--- src/sv/lpft_pkg.sv ---
package lpft_pkg;

    // default geometry
    localparam int COORD_WIDTH_DEF    = 24;
    localparam int COEF_FRAC_BITS_DEF = 14;

    // queue between the front and back parts
    localparam int QUEUE_DEPTH = 4;

    // configuration port
    localparam int CFG_IDX_W  = 3;
    localparam int CFG_DATA_W = 48;

    localparam logic [CFG_IDX_W-1:0] CFG_ROT_ROW0    = 3'd0;
    localparam logic [CFG_IDX_W-1:0] CFG_ROT_ROW1    = 3'd1;
    localparam logic [CFG_IDX_W-1:0] CFG_ROT_ROW2    = 3'd2;
    localparam logic [CFG_IDX_W-1:0] CFG_TRANSLATION = 3'd3;
    localparam logic [CFG_IDX_W-1:0] CFG_MIN_RANGE   = 3'd4;
    localparam logic [CFG_IDX_W-1:0] CFG_MAX_RANGE   = 3'd5;
    localparam logic [CFG_IDX_W-1:0] CFG_Z_LIMITS    = 3'd6;
    localparam logic [CFG_IDX_W-1:0] CFG_DECIMATION  = 3'd7;

    // reset values: identity rotation, no offset, limits wide open
    localparam logic [47:0] RST_ROT_ROW0    = 48'h0000_0000_4000;
    localparam logic [47:0] RST_ROT_ROW1    = 48'h0000_4000_0000;
    localparam logic [47:0] RST_ROT_ROW2    = 48'h4000_0000_0000;
    localparam logic [47:0] RST_TRANSLATION = 48'h0;
    localparam logic [35:0] RST_MIN_RANGE   = 36'h0;
    localparam logic [35:0] RST_MAX_RANGE   = 36'hF_FFFF_FFFF;
    localparam logic [47:0] RST_Z_LIMITS    = 48'h7F_FFFF_80_0000;
    localparam logic [7:0]  RST_DECIMATION  = 8'd1;

    // point classification
    localparam logic [7:0] TAG_QUAL_MASK = 8'h30;
    localparam logic [7:0] TAG_QUAL_HIGH = 8'h10;
    localparam logic [7:0] TAG_QUAL_NORM = 8'h00;
    localparam logic [7:0] LINE_LIMIT    = 8'd4;

    localparam int STRENGTH_W = 8;
    localparam int STAMP_W    = 64;
    localparam int REL_W      = 32;

    typedef struct packed {
        logic [47:0] rot_row0;
        logic [47:0] rot_row1;
        logic [47:0] rot_row2;
        logic [47:0] translation;
        logic [35:0] min_range_sq;
        logic [35:0] max_range_sq;
        logic [47:0] z_limits;
    } t_xform_cfg;

endpackage

--- src/sv/lpft_if.sv ---
interface lpft_pt_if import lpft_pkg::*; #(
    parameter int CW = COORD_WIDTH_DEF
) ();
    logic                  valid;
    logic                  ready;
    logic                  frame_start;
    logic signed [CW-1:0]  x_in;
    logic signed [CW-1:0]  y_in;
    logic signed [CW-1:0]  z_in;
    logic [7:0]            reflectivity;
    logic [7:0]            point_tag;
    logic [7:0]            scan_line;
    logic [STAMP_W-1:0]    stamp_ns;

    modport source (
        output valid, frame_start, x_in, y_in, z_in, reflectivity, point_tag,
               scan_line, stamp_ns,
        input  ready
    );
    modport sink (
        input  valid, frame_start, x_in, y_in, z_in, reflectivity, point_tag,
               scan_line, stamp_ns,
        output ready
    );
endinterface


--- src/sv/lpft_front.sv ---
module lpft_front import lpft_pkg::*; #(
    parameter int CW = COORD_WIDTH_DEF,
    parameter int EW = 3 * CW + REL_W + STRENGTH_W
) (
    input  logic          i_clk,
    input  logic          i_rst_n,
    lpft_pt_if.sink       i_pt,
    input  logic [7:0]    i_decimation,
    input  logic          i_q_ready,
    output logic          o_push,
    output logic [EW-1:0] o_push_data
);

    logic [7:0]         r_skip;
    logic [STAMP_W-1:0] r_base;
    logic [7:0]         n_skip;

    logic               w_accept;
    logic [7:0]         w_dec;
    logic [7:0]         w_skip_cur;
    logic [8:0]         w_skip_inc;
    logic [STAMP_W-1:0] w_base_cur;
    logic [STAMP_W:0]   w_diff;
    logic [REL_W-1:0]   w_rel;
    logic [7:0]         w_qual;
    logic               w_keep;

    assign i_pt.ready = i_q_ready;
    assign w_accept   = i_pt.valid && i_q_ready;

    // zero decimation behaves as one
    assign w_dec      = (i_decimation == 8'd0) ? 8'd1 : i_decimation;
    assign w_skip_cur = i_pt.frame_start ? 8'd0 : r_skip;
    assign w_skip_inc = {1'b0, w_skip_cur} + 9'd1;
    assign n_skip     = (w_skip_inc >= {1'b0, w_dec}) ? 8'd0 : w_skip_inc[7:0];

    assign w_qual = i_pt.point_tag & TAG_QUAL_MASK;
    assign w_keep = (w_skip_cur == 8'd0) && (i_pt.scan_line < LINE_LIMIT)
                 && ((w_qual == TAG_QUAL_HIGH) || (w_qual == TAG_QUAL_NORM));

    // offset from frame base, clamped at both ends
    assign w_base_cur = i_pt.frame_start ? i_pt.stamp_ns : r_base;
    assign w_diff     = {1'b0, i_pt.stamp_ns} - {1'b0, w_base_cur};

    always_comb begin
        if (w_diff[STAMP_W]) begin
            w_rel = '0;
        end else if (|w_diff[STAMP_W-1:REL_W]) begin
            w_rel = '1;
        end else begin
            w_rel = w_diff[REL_W-1:0];
        end
    end

    assign o_push      = w_accept && w_keep;
    assign o_push_data = {i_pt.reflectivity, w_rel, i_pt.z_in, i_pt.y_in, i_pt.x_in};

    always_ff @(posedge i_clk) begin
        if (!i_rst_n) begin
            r_skip <= '0;
            r_base <= '0;
        end else if (w_accept) begin
            r_skip <= n_skip;
            if (i_pt.frame_start) begin
                r_base <= i_pt.stamp_ns;
            end
        end
    end

    a_frame_restart: assert property (@(posedge i_clk) disable iff (!i_rst_n)
        (w_accept && i_pt.frame_start) |=>
            (r_skip <= 8'd1) && (r_base == $past(i_pt.stamp_ns)))
        else $error("frame start did not restart the decimation phase");

    a_push_selected: assert property (@(posedge i_clk) disable iff (!i_rst_n)
        o_push |-> (i_pt.frame_start || r_skip == 8'd0))
        else $error("point pushed outside its decimation slot");

endmodule

--- src/flat_wrapper.sv ---
// flat-port wrapper written by rule: the top's interface ports become plain ports
module lpft_front_flat import lpft_pkg::*;
#(
    parameter int CW = COORD_WIDTH_DEF,
    parameter int EW = 3 * CW + REL_W + STRENGTH_W
)
  (i_clk, i_rst_n, i_decimation, i_q_ready, o_push, o_push_data, i_pt_valid, i_pt_frame_start, i_pt_x_in, i_pt_y_in, i_pt_z_in, i_pt_reflectivity, i_pt_point_tag, i_pt_scan_line, i_pt_stamp_ns, i_pt_ready);
  lpft_pt_if #(.CW(CW)) i_pt_i ();
  input  logic i_clk;
  input  logic i_rst_n;
  input  logic [7:0] i_decimation;
  input  logic i_q_ready;
  output logic o_push;
  output logic [EW-1:0] o_push_data;
  input wire logic [$bits(i_pt_i.valid)-1:0] i_pt_valid;
  input wire logic [$bits(i_pt_i.frame_start)-1:0] i_pt_frame_start;
  input wire logic [$bits(i_pt_i.x_in)-1:0] i_pt_x_in;
  input wire logic [$bits(i_pt_i.y_in)-1:0] i_pt_y_in;
  input wire logic [$bits(i_pt_i.z_in)-1:0] i_pt_z_in;
  input wire logic [$bits(i_pt_i.reflectivity)-1:0] i_pt_reflectivity;
  input wire logic [$bits(i_pt_i.point_tag)-1:0] i_pt_point_tag;
  input wire logic [$bits(i_pt_i.scan_line)-1:0] i_pt_scan_line;
  input wire logic [$bits(i_pt_i.stamp_ns)-1:0] i_pt_stamp_ns;
  output wire logic [$bits(i_pt_i.ready)-1:0] i_pt_ready;
  assign i_pt_i.valid = i_pt_valid;
  assign i_pt_i.frame_start = i_pt_frame_start;
  assign i_pt_i.x_in = i_pt_x_in;
  assign i_pt_i.y_in = i_pt_y_in;
  assign i_pt_i.z_in = i_pt_z_in;
  assign i_pt_i.reflectivity = i_pt_reflectivity;
  assign i_pt_i.point_tag = i_pt_point_tag;
  assign i_pt_i.scan_line = i_pt_scan_line;
  assign i_pt_i.stamp_ns = i_pt_stamp_ns;
  assign i_pt_ready = i_pt_i.ready;
  lpft_front #(.CW(CW), .EW(EW)) u_core (.i_clk(i_clk), .i_rst_n(i_rst_n), .i_pt(i_pt_i), .i_decimation(i_decimation), .i_q_ready(i_q_ready), .o_push(o_push), .o_push_data(o_push_data));
endmodule
--- config.mk ---
export PLATFORM = sky130hd
export DESIGN_NAME = lpft_front_flat
export DESIGN_NICKNAME = d
export VERILOG_FILES = /design/src/sv/lpft_pkg.sv /design/src/sv/lpft_if.sv /design/src/sv/lpft_front.sv /design/src/flat_wrapper.sv
export SDC_FILE = /design/constraint.sdc
export NUM_CORES = 1
export LEC_CHECK = 0
export ABC_AREA = 1
export BUFFER_PORTS_ARGS = -buffer_cell sky130_fd_sc_hd__buf_2
export CELL_PAD_IN_SITES_DETAIL_PLACEMENT = 2
export CELL_PAD_IN_SITES_GLOBAL_PLACEMENT = 2
export CORE_MARGIN = 2
export CORE_UTILIZATION = 27
export DETAILED_ROUTE_END_ITERATION = 8
export PLACE_DENSITY_LB_ADDON = 0.2
export SLEW_MARGIN = 15
export SYNTH_ARGS = -nofsm -noshare
export SYNTH_HDL_FRONTEND = slang
export SYNTH_SLANG_ARGS = --single-unit
--- constraint.sdc ---
create_clock -name i_clk -period 4.8 [get_ports i_clk]
set_input_delay 0.48 -clock i_clk [delete_from_list [all_inputs] [get_ports i_clk]]
set_output_delay 0.48 -clock i_clk [all_outputs]
set_load 0.03 [all_outputs]
Word level (Yosys, flattened, before mapping) --
Cells that the tools add are included.
Storage, ports and cells: bits in registers 72, output and inout port bits 114
Operators by class: mux-type cells 6, reductions and logical operators 9, add/sub/neg operators 2, magnitude comparators 2, equality and inequality tests 1
Operators with widths (number):
- $sub A64 B64 Y65 | 1
- $mux W32 | 2
- $mux W64 | 1
- $reduce_or A32 Y1 | 1
- $logic_not A8 Y1 | 3
- $mux W8 | 3
- $add A8 B1 Y9 const B | 1
- $ge A9 B8 Y1 | 1
- $lt A8 B3 Y1 const B | 1
- $logic_and A1 B1 Y1 | 4
- $eq A2 B1 Y1 const B | 1
- $logic_or A1 B1 Y1 | 1

Depth between registers and ports, before layout --
word-level depth 5, mapped depth 28

Least setup slack after synthesis --
Ideal clock, no wire load.
path kind input -> output, start point input port i_pt_frame_start, end point output port o_push_data[73], slack 352 ps, cell stages on the path 28, required time 4320 ps, arrival time 3968 ps, cell sequence buf_2 -> clkbuf_1 -> buf_1 -> nand2_1 -> o21ai_0 -> inv_1 -> ha_1 -> fa_1 -> inv_1 -> nand2_1 -> nand2_1 -> nand3_1 -> nand2_2 -> nand2_1 -> nand2_2 -> nand2_1 -> nand2_1 -> nand2_1 -> nand2_1 -> nand2_1 -> nand2_1 -> nor2_1 -> nand2_1 -> nor2_1 -> nand2_1 -> nor2_4 -> buf_6 -> a21oi_1
On the way: word-level cells in the longest chain between the ends 5
Ends and longest elaborated chain:
- start, declared | line flat_wrapper.sv:16 | input wire logic [$bits(i_pt_i.frame_start)-1:0] i_pt_frame_start;
- $mux W64 (*) | line lpft_front.sv:42 | assign w_base_cur = i_pt.frame_start ? i_pt.stamp_ns : r_base;
- via u_core.w_base_cur[0] | line lpft_front.sv:22 | logic [STAMP_W-1:0] w_base_cur;
- $sub A64 B64 Y65 (*) | line lpft_front.sv:43 | assign w_diff = {1'b0, i_pt.stamp_ns} - {1'b0, w_base_cur};
- $reduce_or A32 Y1 | line lpft_front.sv:48 | end else if (|w_diff[STAMP_W-1:REL_W]) begin
- $mux W32 | line lpft_front.sv:48
- $mux W32 (*) | line lpft_front.sv:46 | if (w_diff[STAMP_W]) begin
- end, declared | line flat_wrapper.sv:14 | output logic [EW-1:0] o_push_data;
The timed path passes the listed nets; every way through them passes the cells marked *.

Worst setup path after layout --
start point input port i_pt_frame_start, end point output port o_push_data[93]
On the way: word-level cells in the longest chain between the ends 5
Ends and longest elaborated chain (line):
- $mux W64 (*) | lpft_front.sv:42
- $sub A64 B64 Y65 (*) | lpft_front.sv:43
- $reduce_or A32 Y1 | lpft_front.sv:48
- $mux W32 | lpft_front.sv:48
- $mux W32 (*) | lpft_front.sv:46
Mark *: on every way between the ends. The rest lies on a longest branch, timed or not.

==> metrics.yaml <==
clock_tree:
  cts_made_buffers: 9
  clock-sinks: 72
  clkTransAtPathRegs_ns: 0.06
  h-tree-depth: 3
  clk_latency_ns: 0.37
  hold_buffers: 0
  cts_tree: "done"
  post-cts-setup-buffers: 0
  clock_path_buffers: 2
  clock-root-buffer: "clkbuf_16"
worst_setup_path:
  r2r-start: "u_core.r_skip[0]$_SDFFE_PN0P_"
  critPathKind: "input pin to output pin"
  ff2ff_setup_slack_ns: 2.02
  worstRegToRegCells: 14
  crit_path_start_kind: "input pin"
  r2r_end: "u_core.r_skip[3]$_SDFFE_PN0P_"
  crit_start: "i_pt_frame_start"
  endpoint: "o_push_data[93]"
  path_max_fanout: 32
  required_ns: 4.32
  endpoint_kind: "output pin"
  arrival_ns: 3.96
global_routing:
  grt_max_degree: 71
  gr-usage-all-layers_pct: 20.6
  antenna_found_initial: 0
  grt_pass1_vias: 11998
  overflow: 0
  grt_pass1_wl_um: 63000
yosys:
  yosysUniqueCellTypes: 36
  synth_top_area_cell: "nand2_1"
  ys_seq_area_share_pct: 14.0
  synthSimpleGateAreaFrac_pct: 35.5
  synthTopCellsByCount: "nand2_1 (653), inv_1 (365), a21oi_1 (144), nor2_1 (126), buf_4 (81)"
  ys_seq_elements: 72
  synth_area_leaders: "nand2_1 (24%), dfxtp_1 (14%), inv_1 (13%)"
  synth_compound_area_share_pct: 11.2
  synth_top_family_by_area: "simple AND/OR/NAND/NOR gates"
  synth_top_area_share_pct: 23.9
  muxShareOfSynthArea_pct: 6.04
  synth_fa_ha_area_share_pct: 9.21
  synth-edff-count: 0
  synthesis.nets: 2108
  synth_area_mm2: 0.0103
  synth_xor_xnor_area_share_pct: 3.16
  yosysMostFrequentCell: "nand2_1"
  synth.avg_cell_area_um2: 5.52
  ys.flop_type: "dfxtp_1"
  postSynth.asyncResetShare_pct: 0
  postSynthCellCount: 1860
  ys_warn_count: 0
power:
  ir_worst_vdd_mv: 0.189
  power_per_cell_area_mw_per_mm2: 252
  power_mw: 2.84
  p_leak_nw: 6.52
die:
  core_mm2: 0.0376
  die_x_um: 199
  rows: 71
  die_area_mm2: 0.0396
  start_util_pct: 27.3
  die_h_um: 199
  num_io_pins: 287
drt:
  wl_per_cell_um: 16.9
  vias: 11316
  firstDrtPassIters: 4
  wl_um: 40500
  dr.first_iter.drc_count: 303
  vias_per_cell: 4.72
  antenna_left: 0
  post-route-drc-count: 0
final_layout:
  post-route-util_pct: 29.9
  diodes: 0
  final_nets: 2133
  syn2layout_area_growth_pct: 9.55
  drive_above_1_share_pct: 8.73
timing:
  hold_viol_final: 0
  fin_crit_ns: 4.44
  holdWs_ns: 0.431
  drv_slew: 0
  timing.slew.headroom_pct: 44.0
  setup_tns_ns: 0
  finalCritPeriodShare_pct: 92.5
  setup_viol: 0
  rsz0062_at_grt: "false"
  worstMarginPinSlew_ns: 0.839
  finClkSkew_ns: 0.00278
  max_freq_mhz: 225
worst_hold_path:
  worstHoldPathType: "input pin to flip-flop"
  min_from: "i_pt_stamp_ns[7]"
job:
  drv_cap: 0
placed_design:
  io_buffers: 117
  gp_congestion: 0.884
  dp.final_hpwl_um: 34700
run_status:
  status: "finished, final reports clean"
==> cells by family (layout without fill, tap and decap cells) <==
logic type / after synthesis / count (layout)
AND/OR/NAND/NOR: 909 / 909
buffers and inverters: 482 / 511
AO/OA/AOI/OAI: 223 / 223
adder cells (fa/ha/maj): 75 / 75
flip-flops: 72 / 72
multiplexers: 62 / 62
XOR/XNOR: 37 / 37
==> power breakdown <==
part / switching (mW) / total [mW] / leakage (nW) / internal, mW
Clock: 0.305 / 0.718 / 0.137 / 0.412
Sequential: 0.0168 / 0.651 / 0.592 / 0.634
Combinational: 1.00 / 1.47 / 5.79 / 0.468
Total: 1.32 / 2.84 / 6.52 / 1.51
==> routing by layer <==
layer	track usage [%]	wire, um	vias to the layer above
met5	0	0	-
met1	24.9	18500	5444
met3	3.10	1150	23
met2	37.7	20200	137
li1	-	-	5712
met4	5.25	606	0
==> sequential cells by signal, summed over array words and instances, names as in the netlist <==
signal,cells
u_core.r_base,64
u_core.r_skip,8
==> cells in the final DEF, fill, tap and decap left out, drive strengths merged <==
cell type | netlist | routed
a21boi | 1 | 1
a21oi | 146 | 146
a221oi | 1 | 1
a41o | 1 | 1
and2 | 2 | 2
and3 | 1 | 1
buf | 88 | 130
bufinv | 0 | 1
clkbuf | 29 | 11
clkinv | 0 | 2
clkinvlp | 0 | 3
dfxtp | 72 | 72
fa | 1 | 1
ha | 74 | 74
inv | 365 | 364
mux2i | 62 | 62
nand2 | 656 | 656
nand3 | 70 | 70
nand3b | 1 | 1
nand4 | 21 | 21
nor2 | 131 | 131
nor3 | 20 | 20
nor3b | 1 | 1
nor4 | 5 | 5
nor4b | 1 | 1
o21ai | 71 | 71
o21bai | 2 | 2
o221ai | 1 | 1
xnor2 | 31 | 31
xor2 | 6 | 6
==> repair_timing <==
action | CTS | global route
endpoints found under the hold margin | 0 | 0
gates resized for setup | 0 | 8
endpoints found under the setup margin | 0 | 31
==> worst max-delay path, stage by stage <==
cell     delay [ns]
buf_6          0.19
buf_16         0.23
mux2i_1        0.27
ha_1           0.32
nand2_1        0.15
inv_1          0.05
nand2_1        0.06
nand2_1        0.08
inv_1          0.06
nand3_1        0.22
nand2_1        0.12
nand2_1        0.19
nand2_1        0.14
nand2_1        0.06
nand2_1        0.06
nand2_1        0.04
nor2_1         0.21
nand2_1        0.11
nor2_1         0.14
nand2_1        0.10
nor2_4         0.13
buf_12         0.21
a21oi_1        0.10
buf_2          0.19
==> per-stage QoR <==
stage | worst slack, ns | instances | area, um2
2_1_floorplan | 0.352 | 1860 | 10300
4_1_cts | 0.271 | 2399 | 11200
6_report | 0.358 | 2400 | 11300
3_5_place_dp | 0.276 | 2384 | 10900
3_3_place_gp | 0.370 | 2384 | 10900
5_1_grt | 0.0745 | 2400 | 11300
==> how the worst min path moves through the flow <==
stage | end | cells after the start
after detailed placement | u_core.r_skip[1]$_SDFFE_PN0P_ | 2
after CTS | u_core.r_base[7]$_SDFFE_PN0P_ | 3
final | u_core.r_base[7]$_SDFFE_PN0P_ | 3
after global placement | u_core.r_skip[0]$_SDFFE_PN0P_ | 2
after floorplan | u_core.r_skip[0]$_SDFFE_PN0P_ | 2
after global routing | u_core.r_base[7]$_SDFFE_PN0P_ | 3
==> layout make-up <==
class                   instances  area (um2)
clock buffers                  10         239
clock inverters                 5        57.6
multi-input cells            1306        6720
well taps                     511         639
repair buffers                131         782
inverters                     365        1370
fillers                      4901       26300
flip-flops and latches         72        1440
Power figures use the tool's default switching activity.
