**src/sv/lpft_pkg.sv**
```systemverilog
package lpft_pkg;

    // default geometry
    localparam int COORD_WIDTH_DEF    = 24;
    localparam int COEF_FRAC_BITS_DEF = 14;

    // queue between the front and back parts
    localparam int QUEUE_DEPTH = 4;

    // configuration port
    localparam int CFG_IDX_W  = 3;
    localparam int CFG_DATA_W = 48;

    localparam logic [CFG_IDX_W-1:0] CFG_ROT_ROW0    = 3'd0;
    localparam logic [CFG_IDX_W-1:0] CFG_ROT_ROW1    = 3'd1;
    localparam logic [CFG_IDX_W-1:0] CFG_ROT_ROW2    = 3'd2;
    localparam logic [CFG_IDX_W-1:0] CFG_TRANSLATION = 3'd3;
    localparam logic [CFG_IDX_W-1:0] CFG_MIN_RANGE   = 3'd4;
    localparam logic [CFG_IDX_W-1:0] CFG_MAX_RANGE   = 3'd5;
    localparam logic [CFG_IDX_W-1:0] CFG_Z_LIMITS    = 3'd6;
    localparam logic [CFG_IDX_W-1:0] CFG_DECIMATION  = 3'd7;

    // reset values: identity rotation, no offset, limits wide open
    localparam logic [47:0] RST_ROT_ROW0    = 48'h0000_0000_4000;
    localparam logic [47:0] RST_ROT_ROW1    = 48'h0000_4000_0000;
    localparam logic [47:0] RST_ROT_ROW2    = 48'h4000_0000_0000;
    localparam logic [47:0] RST_TRANSLATION = 48'h0;
    localparam logic [35:0] RST_MIN_RANGE   = 36'h0;
    localparam logic [35:0] RST_MAX_RANGE   = 36'hF_FFFF_FFFF;
    localparam logic [47:0] RST_Z_LIMITS    = 48'h7F_FFFF_80_0000;
    localparam logic [7:0]  RST_DECIMATION  = 8'd1;

    // point classification
    localparam logic [7:0] TAG_QUAL_MASK = 8'h30;
    localparam logic [7:0] TAG_QUAL_HIGH = 8'h10;
    localparam logic [7:0] TAG_QUAL_NORM = 8'h00;
    localparam logic [7:0] LINE_LIMIT    = 8'd4;

    localparam int STRENGTH_W = 8;
    localparam int STAMP_W    = 64;
    localparam int REL_W      = 32;

    typedef struct packed {
        logic [47:0] rot_row0;
        logic [47:0] rot_row1;
        logic [47:0] rot_row2;
        logic [47:0] translation;
        logic [35:0] min_range_sq;
        logic [35:0] max_range_sq;
        logic [47:0] z_limits;
    } t_xform_cfg;

endpackage

```
**src/sv/lpft_queue.sv**
```systemverilog
module lpft_queue import lpft_pkg::*; #(
    parameter int W     = 3 * COORD_WIDTH_DEF + REL_W + STRENGTH_W,
    parameter int DEPTH = QUEUE_DEPTH
) (
    input  logic         i_clk,
    input  logic         i_rst_n,
    input  logic         i_push,
    input  logic [W-1:0] i_data,
    output logic         o_ready,
    output logic         o_valid,
    output logic [W-1:0] o_data,
    input  logic         i_pop
);

    localparam int PTR_W = (DEPTH > 1) ? $clog2(DEPTH) : 1;
    localparam int CNT_W = $clog2(DEPTH + 1);
    localparam logic [PTR_W-1:0] LAST = PTR_W'(DEPTH - 1);

    logic [W-1:0]     r_mem [DEPTH];
    logic [PTR_W-1:0] r_wr;
    logic [PTR_W-1:0] r_rd;
    logic [CNT_W-1:0] r_count;
    logic [PTR_W-1:0] n_wr;
    logic [PTR_W-1:0] n_rd;

    assign o_ready = (r_count != CNT_W'(DEPTH));
    assign o_valid = (r_count != '0);
    assign o_data  = r_mem[r_rd];

    assign n_wr = (r_wr == LAST) ? '0 : r_wr + 1'b1;
    assign n_rd = (r_rd == LAST) ? '0 : r_rd + 1'b1;

    always_ff @(posedge i_clk) begin
        if (i_push) begin
            r_mem[r_wr] <= i_data;
        end
    end

    always_ff @(posedge i_clk) begin
        if (!i_rst_n) begin
            r_wr    <= '0;
            r_rd    <= '0;
            r_count <= '0;
        end else begin
            if (i_push) begin
                r_wr <= n_wr;
            end
            if (i_pop) begin
                r_rd <= n_rd;
            end
            if (i_push && !i_pop) begin
                r_count <= r_count + 1'b1;
            end else if (i_pop && !i_push) begin
                r_count <= r_count - 1'b1;
            end
        end
    end

    a_no_overflow: assert property (@(posedge i_clk) disable iff (!i_rst_n)
        i_push |-> (o_ready || i_pop))
        else $error("push into a full queue");

    a_no_underflow: assert property (@(posedge i_clk) disable iff (!i_rst_n)
        i_pop |-> o_valid)
        else $error("pop from an empty queue");

    a_count_bound: assert property (@(posedge i_clk) disable iff (!i_rst_n)
        r_count <= CNT_W'(DEPTH))
        else $error("queue count beyond depth");

endmodule

```
**config.mk**
```make
export PLATFORM = sky130hd
export DESIGN_NAME = lpft_queue
export DESIGN_NICKNAME = d
export VERILOG_FILES = /design/src/sv/lpft_pkg.sv /design/src/sv/lpft_queue.sv
export SDC_FILE = /design/constraint.sdc
export NUM_CORES = 1
export LEC_CHECK = 0
export ABC_CLOCK_PERIOD_IN_PS = 11100
export BUFFER_PORTS_ARGS = -buffer_cell sky130_fd_sc_hd__buf_2
export CAP_MARGIN = 0
export CORE_ASPECT_RATIO = 1.75
export CORE_MARGIN = 3
export CORE_UTILIZATION = 61
export DETAILED_ROUTE_END_ITERATION = 8
export GPL_TIMING_DRIVEN = 0
export PLACE_DENSITY_LB_ADDON = 0.08
export SETUP_SLACK_MARGIN = 0.5
export SLEW_MARGIN = 30
export SYNTH_ARGS = -nofsm -noshare
export SYNTH_HDL_FRONTEND = slang
export SYNTH_SLANG_ARGS = --single-unit
```
**constraint.sdc**
```tcl
create_clock -name i_clk -period 11.1 [get_ports i_clk]
set_input_delay 2.22 -clock i_clk [delete_from_list [all_inputs] [get_ports i_clk]]
set_output_delay 2.22 -clock i_clk [all_outputs]
set_load 0.005 [all_outputs]
```
## After elaboration in Yosys (flattened, before gate mapping)

Memory sizes are Yosys's and may differ from the RTL's. A register that Yosys moved wholly into a read port is not among the register bits.
Index checks and enable logic that the tools add are counted.

| word-level totals | value |
|---|---|
| logic and storage cells | 25 |
| output and inout port bits | 114 |
| bits in registers | 7 |
| latch bits | 0 |
| memory bits (read-only) | 0 |
| memories kept | 1 |
| RAM bits | 448 |

| cells by class | value |
|---|---|
| mux-type cells | 8 |
| magnitude comparators | 0 |
| multipliers | 0 |
| shift operators | 0 |
| $add $sub $neg | 4 |
| eq/ne operators | 3 |
| div/mod/pow operators | 0 |
| reduce and logical (&&, ||, !) cells | 6 |
| bitwise logic cells | 0 |

Memories:

| name | words | width | rd ports | clocked after Yosys merged registers in | write ports | RTL line | source |
|---|---|---|---|---|---|---|---|
| r_mem | 4 | 112 | 1 | 1 | 1 | lpft_queue.sv:19 | `logic [W-1:0] r_mem [DEPTH];` |

Operators with widths:

| cell | number |
|---|---|
| 2-bit 2-to-1 mux | 4 |
| 3-bit 2-to-1 mux | 2 |
| 2-bit by 1-bit adder with 2-bit output (second input constant) | 2 |
| 2-bit equality test (second input constant) | 2 |
| 3-bit by 1-bit adder with 3-bit output (second input constant) | 1 |
| 3-bit != test (second input constant) | 1 |
| 3-bit nonzero test | 1 |
| 3-bit by 1-bit subtractor with 3-bit output (second input constant) | 1 |
| 1-bit logical AND | 2 |
| 1-bit zero test | 2 |
| 1-bit 2-to-1 mux | 2 |
| 2-bit nonzero test | 1 |

## Longest topological paths before layout

Gate-level depths: netlist of run 1.

| depth | value |
|---|---|
| depth in word-level cells | 4 |
| depth in mapped cells | 7 |
| depth with buffers taken out | 7 |

## Worst setup path before layout of run 1

No wires, ideal clock.

| timing path | value |
|---|---|
| path type | input -> register |
| start | in i_push |
| end | mem r_mem[0][0] (netlist name), enable pin |
| path slack | 5820 ps |
| path buffers | 0 |
| library setup time | 484 ps |
| stages on the path | 1 |
| arrival | 4796 ps |
| cells stage by stage | and2_1 |

| on the way | value |
|---|---|
| longest elaborated chain between the ends | 2 |

Ends and longest elaborated chain:

| item | RTL line | source |
|---|---|---|
| from (decl) | lpft_queue.sv:7 | `input logic i_push,` |
| 1-bit 2-to-1 mux | lpft_queue.sv:34 | `if (i_push) begin` |
| 1-bit 2-to-1 mux (not written as such) | lpft_queue.sv:35 | `r_mem[r_wr] <= i_data;` |
| to (decl) | lpft_queue.sv:19 |  |

No other way between the ends.

==> results of run 1 <==
## cell usage in the layout, fill, tap and decap left out, types with 2 or more instances in the layout
master / instances
and2_4: 4
buf_1: 3
buf_12: 10
buf_16: 7
buf_2: 238
buf_4: 3
bufinv_16: 2
clkbuf_1: 10
clkbuf_16: 41
clkbuf_8: 2
clkinv_1: 10
clkinv_2: 3
dfxtp_1: 9
diode_2: 6
edfxtp_1: 448
ha_1: 6
inv_1: 4
mux2i_1: 4
mux4_2: 112
nor2_1: 2
nor2b_1: 5
or3_1: 2
## report_power, final
part	switching, µW	internal (µW)
sequential	19.2	1980
clock	550	736
combinational	154	156
total	724	2870
## logic make-up (layout without fill, tap and decap cells)
logic type | Yosys count | after routing | share of synthesized area
flip-flops | 457 | 457 | 0.8161
AND/OR/NAND/NOR | 16 | 16 | 0.005467
adder cells (fa/ha/maj) | 7 | 7 | 0.005692
XOR/XNOR | 2 | 2 | 0.001049
other | 0 | 6 | 0
AO/OA/AOI/OAI | 3 | 3 | 0.001198
multiplexers | 116 | 116 | 0.1534
buffers and inverters | 29 | 336 | 0.01708
## per-layer routing
layer / up-vias / GRT usage / wire length, µm
met5: - / 0 / 9
met4: 2 / 0.07805 / 977
met3: 61 / 0.05384 / 2165
met2: 247 / 0.3611 / 16480
met1: 3812 / 0.2519 / 10390
li1: 3289 / - / -
## through the flow
step | util | instances | setup WS (ns)
after floorplan | - | 630 | 5.820
after global placement | 0.6834 | 1223 | 3.981
after detailed placement | 0.6917 | 1231 | 7.272
after CTS | 0.7373 | 1301 | 6.710
after global routing | 0.7377 | 1306 | 6.675
final | 0.7378 | 1307 | 6.775
## worst max-delay path: cells and delay by family, from the launching register on
kind | cells | cell delay [ns]
buf+inv | 3 | 0.81
flops | 1 | 0.39
mux | 1 | 0.37
## worst min-delay path by stage
stage	start	end	slack, ns	cells after the start
6_report	r_count[2]	r_count[2]	0.57	2
4_1_cts	r_wr[1]	r_wr[1]	0.57	2
3_3_place_gp	r_count[2]	r_count[2]	0.49	2
3_5_place_dp	r_count[2]	r_count[2]	0.56	2
5_1_grt	r_count[2]	r_count[2]	0.59	2
2_1_floorplan	r_count[2]	r_count[2]	0.47	2
## layout make-up
cell class / instances / share of cell area
sequential: 457 / 0.6898
antenna: 6 / 0.0007597
clock inverter: 17 / 0.006521
tap: 364 / 0.02304
buffer: 25 / 0.01367
timing repair buffer: 237 / 0.06875
inverter: 4 / 0.0007597
clock buffer: 53 / 0.05520
multi-input combinational: 144 / 0.1415
## state kept, by name (all words and copies together) (netlist names), named ones only
signal,count
r_count,3
r_rd,2
r_wr,2
r_mem,448
==> out/metrics.yaml, run 1 <==
status: "complete, no violations"
num_rows: 79
p_per_area_mw_per_mm2: 181.7
multi_input_area_mm2: 0.002796
worstSetupPathType: "reg2out"
seq_area_mm2: 0.01363
die_h_um: 224.9
fmax_mhz: 231.2
yosysUniqueCellTypes: 23
antenna_found_initial: 6
rsz0062_at_grt: "false"
r2r_start: "r_wr[0]"
hp-class: "reg2reg"
drt-wirelength-per-cell_um: 22.98
setup_viol: 0
ff2ff_path_depth: 4
synth-seq-cells: 457
slowest_delay_ns: 0.39
drc: 0
die_width_um: 131.1
fin_worst_skew_ns: 0.006922
path_cells: "buf_2, buf_2, mux4_2, buf_2"
max-cap-violations: 0
clock_latency_ns: 0.52
cts_buffers: 39
yosysSeqAreaShare: 0.8161
min_period_ns: 4.325
post_cts_buffers: 0
wl_mm: 30.03
final_cell_area_mm2: 0.01976
grt_use_total: 0.2088
post-route-period-util: 0.3896
floorplan.initialDensity: 0.6236
nFillCells: 1538
dp_hpwl_mm: 19.39
gp_congestion: 0.7398
setup.worst_path.end: "o_data[85]"
synthCells: 630
cp_data_arrival_time_ns: 2.10
overflow: 0
vias_per_cell: 5.670
synthTopCellsByArea: "edfxtp_1 (81%), mux4_2 (15%), buf_12 (1.1%)"
slew_headroom: 0.5728
yosysTopAreaCell: "edfxtp_1"
ios: 230
area_growth_syn_to_layout_pct: 18.31
tritoncts: "built"
rrSetupSlack_ns: 9.31
finalHoldViolCount: 0
path_clk_slew_ns: 0.06
synth_nets: 753
drtIter0Drc: 425
endpoint_kind: "primary output"
synth_top_area_frac: 0.8053
yosys_warnings: 0
ant_nets: 0
vdd_drop_max_v: 0.0001515
die_area_mm2: 0.02949
vias: 7411
cp_slowest_cell: "dfxtp_1"
drtPass1Iterations: 4
slew_violations: 0
cp_max_fo: 10
core_mm2: 0.02679
synth_flop_cell: "edfxtp_1"
crit_path_frequent_cell: "buf_2"
syn-cell-area_mm2: 0.01670
worst_slew_pin_slew_ns: 0.6408
yosysMostFrequentCell: "edfxtp_1"
drive_above_1_share: 0.4536
final_nets: 1031
cp.required_ns: 8.88
synthTopCellsByCount: "edfxtp_1 (448), mux4_2 (112), buf_12 (9), buf_2 (9), dfxtp_1 (9)"
whs_ns: 0.5685
p_leak_uw: 0.006675
port_buffers: 229
cts_hold_buf: 0
syn_area_per_cell_um2: 26.52
htreeDepth: 2
cp-start-kind: "register"
cts_resized: 0
p_total_uw: 3592
ctsRootBufferMaster: "clkbuf_16"
setup-tns-final_ns: 0
grt_pass1_vias: 8242
post_dp_cell_area_mm2: 0.01853
numClockSinks: 457
cts_buffer_depth: 3
rr_endpoint: "r_mem[0][100]"
synthArstFlopShare: 0
synth-edff-count: 448
grt_max_degree: 42
grt_pass1_wl_mm: 45.84
Note: power is estimated with default switching activity, not from simulation.
==> run 2, diff against run 1 <==
--- a/config.mk
+++ b/config.mk
@@ -5,12 +5,12 @@
 export SDC_FILE = /design/constraint.sdc
 export NUM_CORES = 1
 export LEC_CHECK = 0
-export ABC_CLOCK_PERIOD_IN_PS = 11100
+export ABC_CLOCK_PERIOD_IN_PS = 4500
 export BUFFER_PORTS_ARGS = -buffer_cell sky130_fd_sc_hd__buf_2
 export CAP_MARGIN = 0
 export CORE_ASPECT_RATIO = 1.75
 export CORE_MARGIN = 3
-export CORE_UTILIZATION = 61
+export CORE_UTILIZATION = 57
 export DETAILED_ROUTE_END_ITERATION = 8
 export GPL_TIMING_DRIVEN = 0
 export PLACE_DENSITY_LB_ADDON = 0.08
==> constraint.sdc (replaced) <==
create_clock -name i_clk -period 4.5 [get_ports i_clk]
set_input_delay 0.9 -clock i_clk [delete_from_list [all_inputs] [get_ports i_clk]]
set_output_delay 0.9 -clock i_clk [all_outputs]
set_load 0.005 [all_outputs]
==> run 2 against run 1 <==
  * Combinational power up 150%
  * Cell area grew 0.32%
  * Sequential power increased by 150%
  * Critical path type unchanged
  * Largest power group unchanged
  * Highest routed layer unchanged
==> out/metrics.yaml, run 2 (same netlist as run 1, synthesis figures left out) <==
status: "complete, no violations"
worstSetupPathType: "reg2out"
path_clk_slew_ns: 0.06
largest_register: "r_mem"
setup-tns-final_ns: 0
drtPass1Iterations: 5
cp_slowest_cell: "dfxtp_1"
cts_buffers: 39
p_per_area_mw_per_mm2: 448.6
switchingPower_uw: 1794
tritoncts: "built"
rsz0062_at_grt: "false"
floorplan.initialDensity: 0.5815
wl_mm: 30.78
fin_worst_skew_ns: 0.01049
critical_path_buf_inv_count: 3
post-route-period-util: 0.6935
endpoint_kind: "primary output"
p_sw_frac: 0.2017
clockPowerShare: 0.360
seqPwrFrac: 0.553
die_area_mm2: 0.03148
ios: 230
slew_headroom: 0.5820
vias: 7489
setup_viol: 0
finalHoldViolCount: 0
drt-wirelength-per-cell_um: 23.23
cp_max_fo: 10
htreeDepth: 2
port_buffers: 229
grt_use_total: 0.1993
core_mm2: 0.02873
gp_congestion: 0.7408
post_cts_buffers: 0
vdd_drop_max_v: 0.0004948
p_total_uw: 8895
grt_pass1_vias: 8161
cp_top_family: "buffers and inverters"
max-cap-violations: 0
ant_nets: 0
antenna_found_initial: 9
layout_commonest_cell: "edfxtp_1"
rrSetupSlack_ns: 2.38
cts_resized: 0
largest_register_ffs: 448
die_h_um: 232.5
cts_buffer_depth: 3
overflow: 0
dp_hpwl_mm: 20.23
p_leak_uw: 0.006694
grt_pass1_wl_mm: 46.86
cp_data_arrival_time_ns: 2.22
num_rows: 82
cts_hold_buf: 0
crit_path_frequent_cell: "buf_2"
slowest_delay_ns: 0.47
ctsRootBufferMaster: "clkbuf_16"
min_period_ns: 3.121
fmax_mhz: 320.4
cp.required_ns: 3.60
drtIter0Drc: 383
final_cell_mix: "edfxtp_1 (448), buf_2 (238), mux4_2 (112), clkbuf_16 (41), buf_12 (21)"
whs_ns: 0.5408
clock_latency_ns: 0.52
area_growth_syn_to_layout_pct: 18.70
final_nets: 1035
path_cells: "buf_2, buf_2, mux4_2, buf_2"
drc: 0
power_frac_comb: 0.087
reg_top3: "r_mem: 448 flops, r_count: 3 flops"
cp-start-kind: "register"
die_width_um: 135.4
grt_max_degree: 35
worst_slew_pin_slew_ns: 0.6270
vias_per_cell: 5.652
slew_violations: 0
cell_internal_pwr_uw: 7101
drive_above_1_share: 0.4632
numClockSinks: 457
hp-class: "reg2reg"
-- run 2: cell types whose count changed in the layout (fill, tap and decap cells not counted), moves of 2 or more --
| cell | change |
|---|---|
| buf_12 | +11 |
| clkinv_2 | +5 |
| diode_2 | +4 |
| clkbuf_8 | -2 |
| clkinv_1 | -7 |
| clkbuf_1 | -2 |
| buf_16 | -7 |
-- run 2: path summary, 6_finish.rpt --
path	to	startpoint	cells past startpoint
setup / recovery	o_data[49]	register	4
hold / removal	r_count[2]	r_count[2]	2
setup reg to reg	r_mem[0][91]	r_wr[0]	6
hold reg to reg	r_count[2]	r_count[2]	2
-- run 2: layout make-up --
type,count,area [µm²]
sequential,457,13630
inverter,4,15.01
timing repair buffer,241,1386
antenna,10,25.02
multi-input combinational,144,2796
clock inverter,17,172.7
tap,378,473.0
fill,1838,8900
clock buffer,49,1056
buffer,25,270.3
-- run 2: tightest hold or removal path, cell delays in order (launching register included) --
cell and delay [ns]:
dfxtp_1 0.32, o21ai_0 0.08, a21boi_0 0.09
-- run 2: power by group through the flow --
stage               sequential [µW]  combinational [µW]  clock [µW]
floorplan                      5020                 418           0
global placement               5040                 732           0
detailed placement             5010                 788           0
CTS                            4920                 793        3290
global route                   4940                 840        3440
finish                         4920                 771        3200
-- run 2: through the flow --
| step | area (µm²) | util | std cells | worst slack, ns |
|---|---|---|---|---|
| final | 19830 | 0.6902 | 1325 | 1.379 |
| after global routing | 19820 | 0.6899 | 1322 | 1.282 |
| after CTS | 19800 | 0.6893 | 1315 | 1.285 |
| after detailed placement | 18570 | 0.6466 | 1249 | 1.832 |
| after global placement | 18320 | 0.6378 | 1237 | -1.400 |
| after floorplan | 16700 | - | 630 | 0.5402 |
-- run 2: per-layer routing --
metal	track usage	vias to the layer above	share of wire
li1	-	3283	-
met1	0.2374	3897	0.35
met2	0.3516	248	0.55
met3	0.04825	59	0.069
met4	0.07472	2	0.035
met5	0	-	0.00023
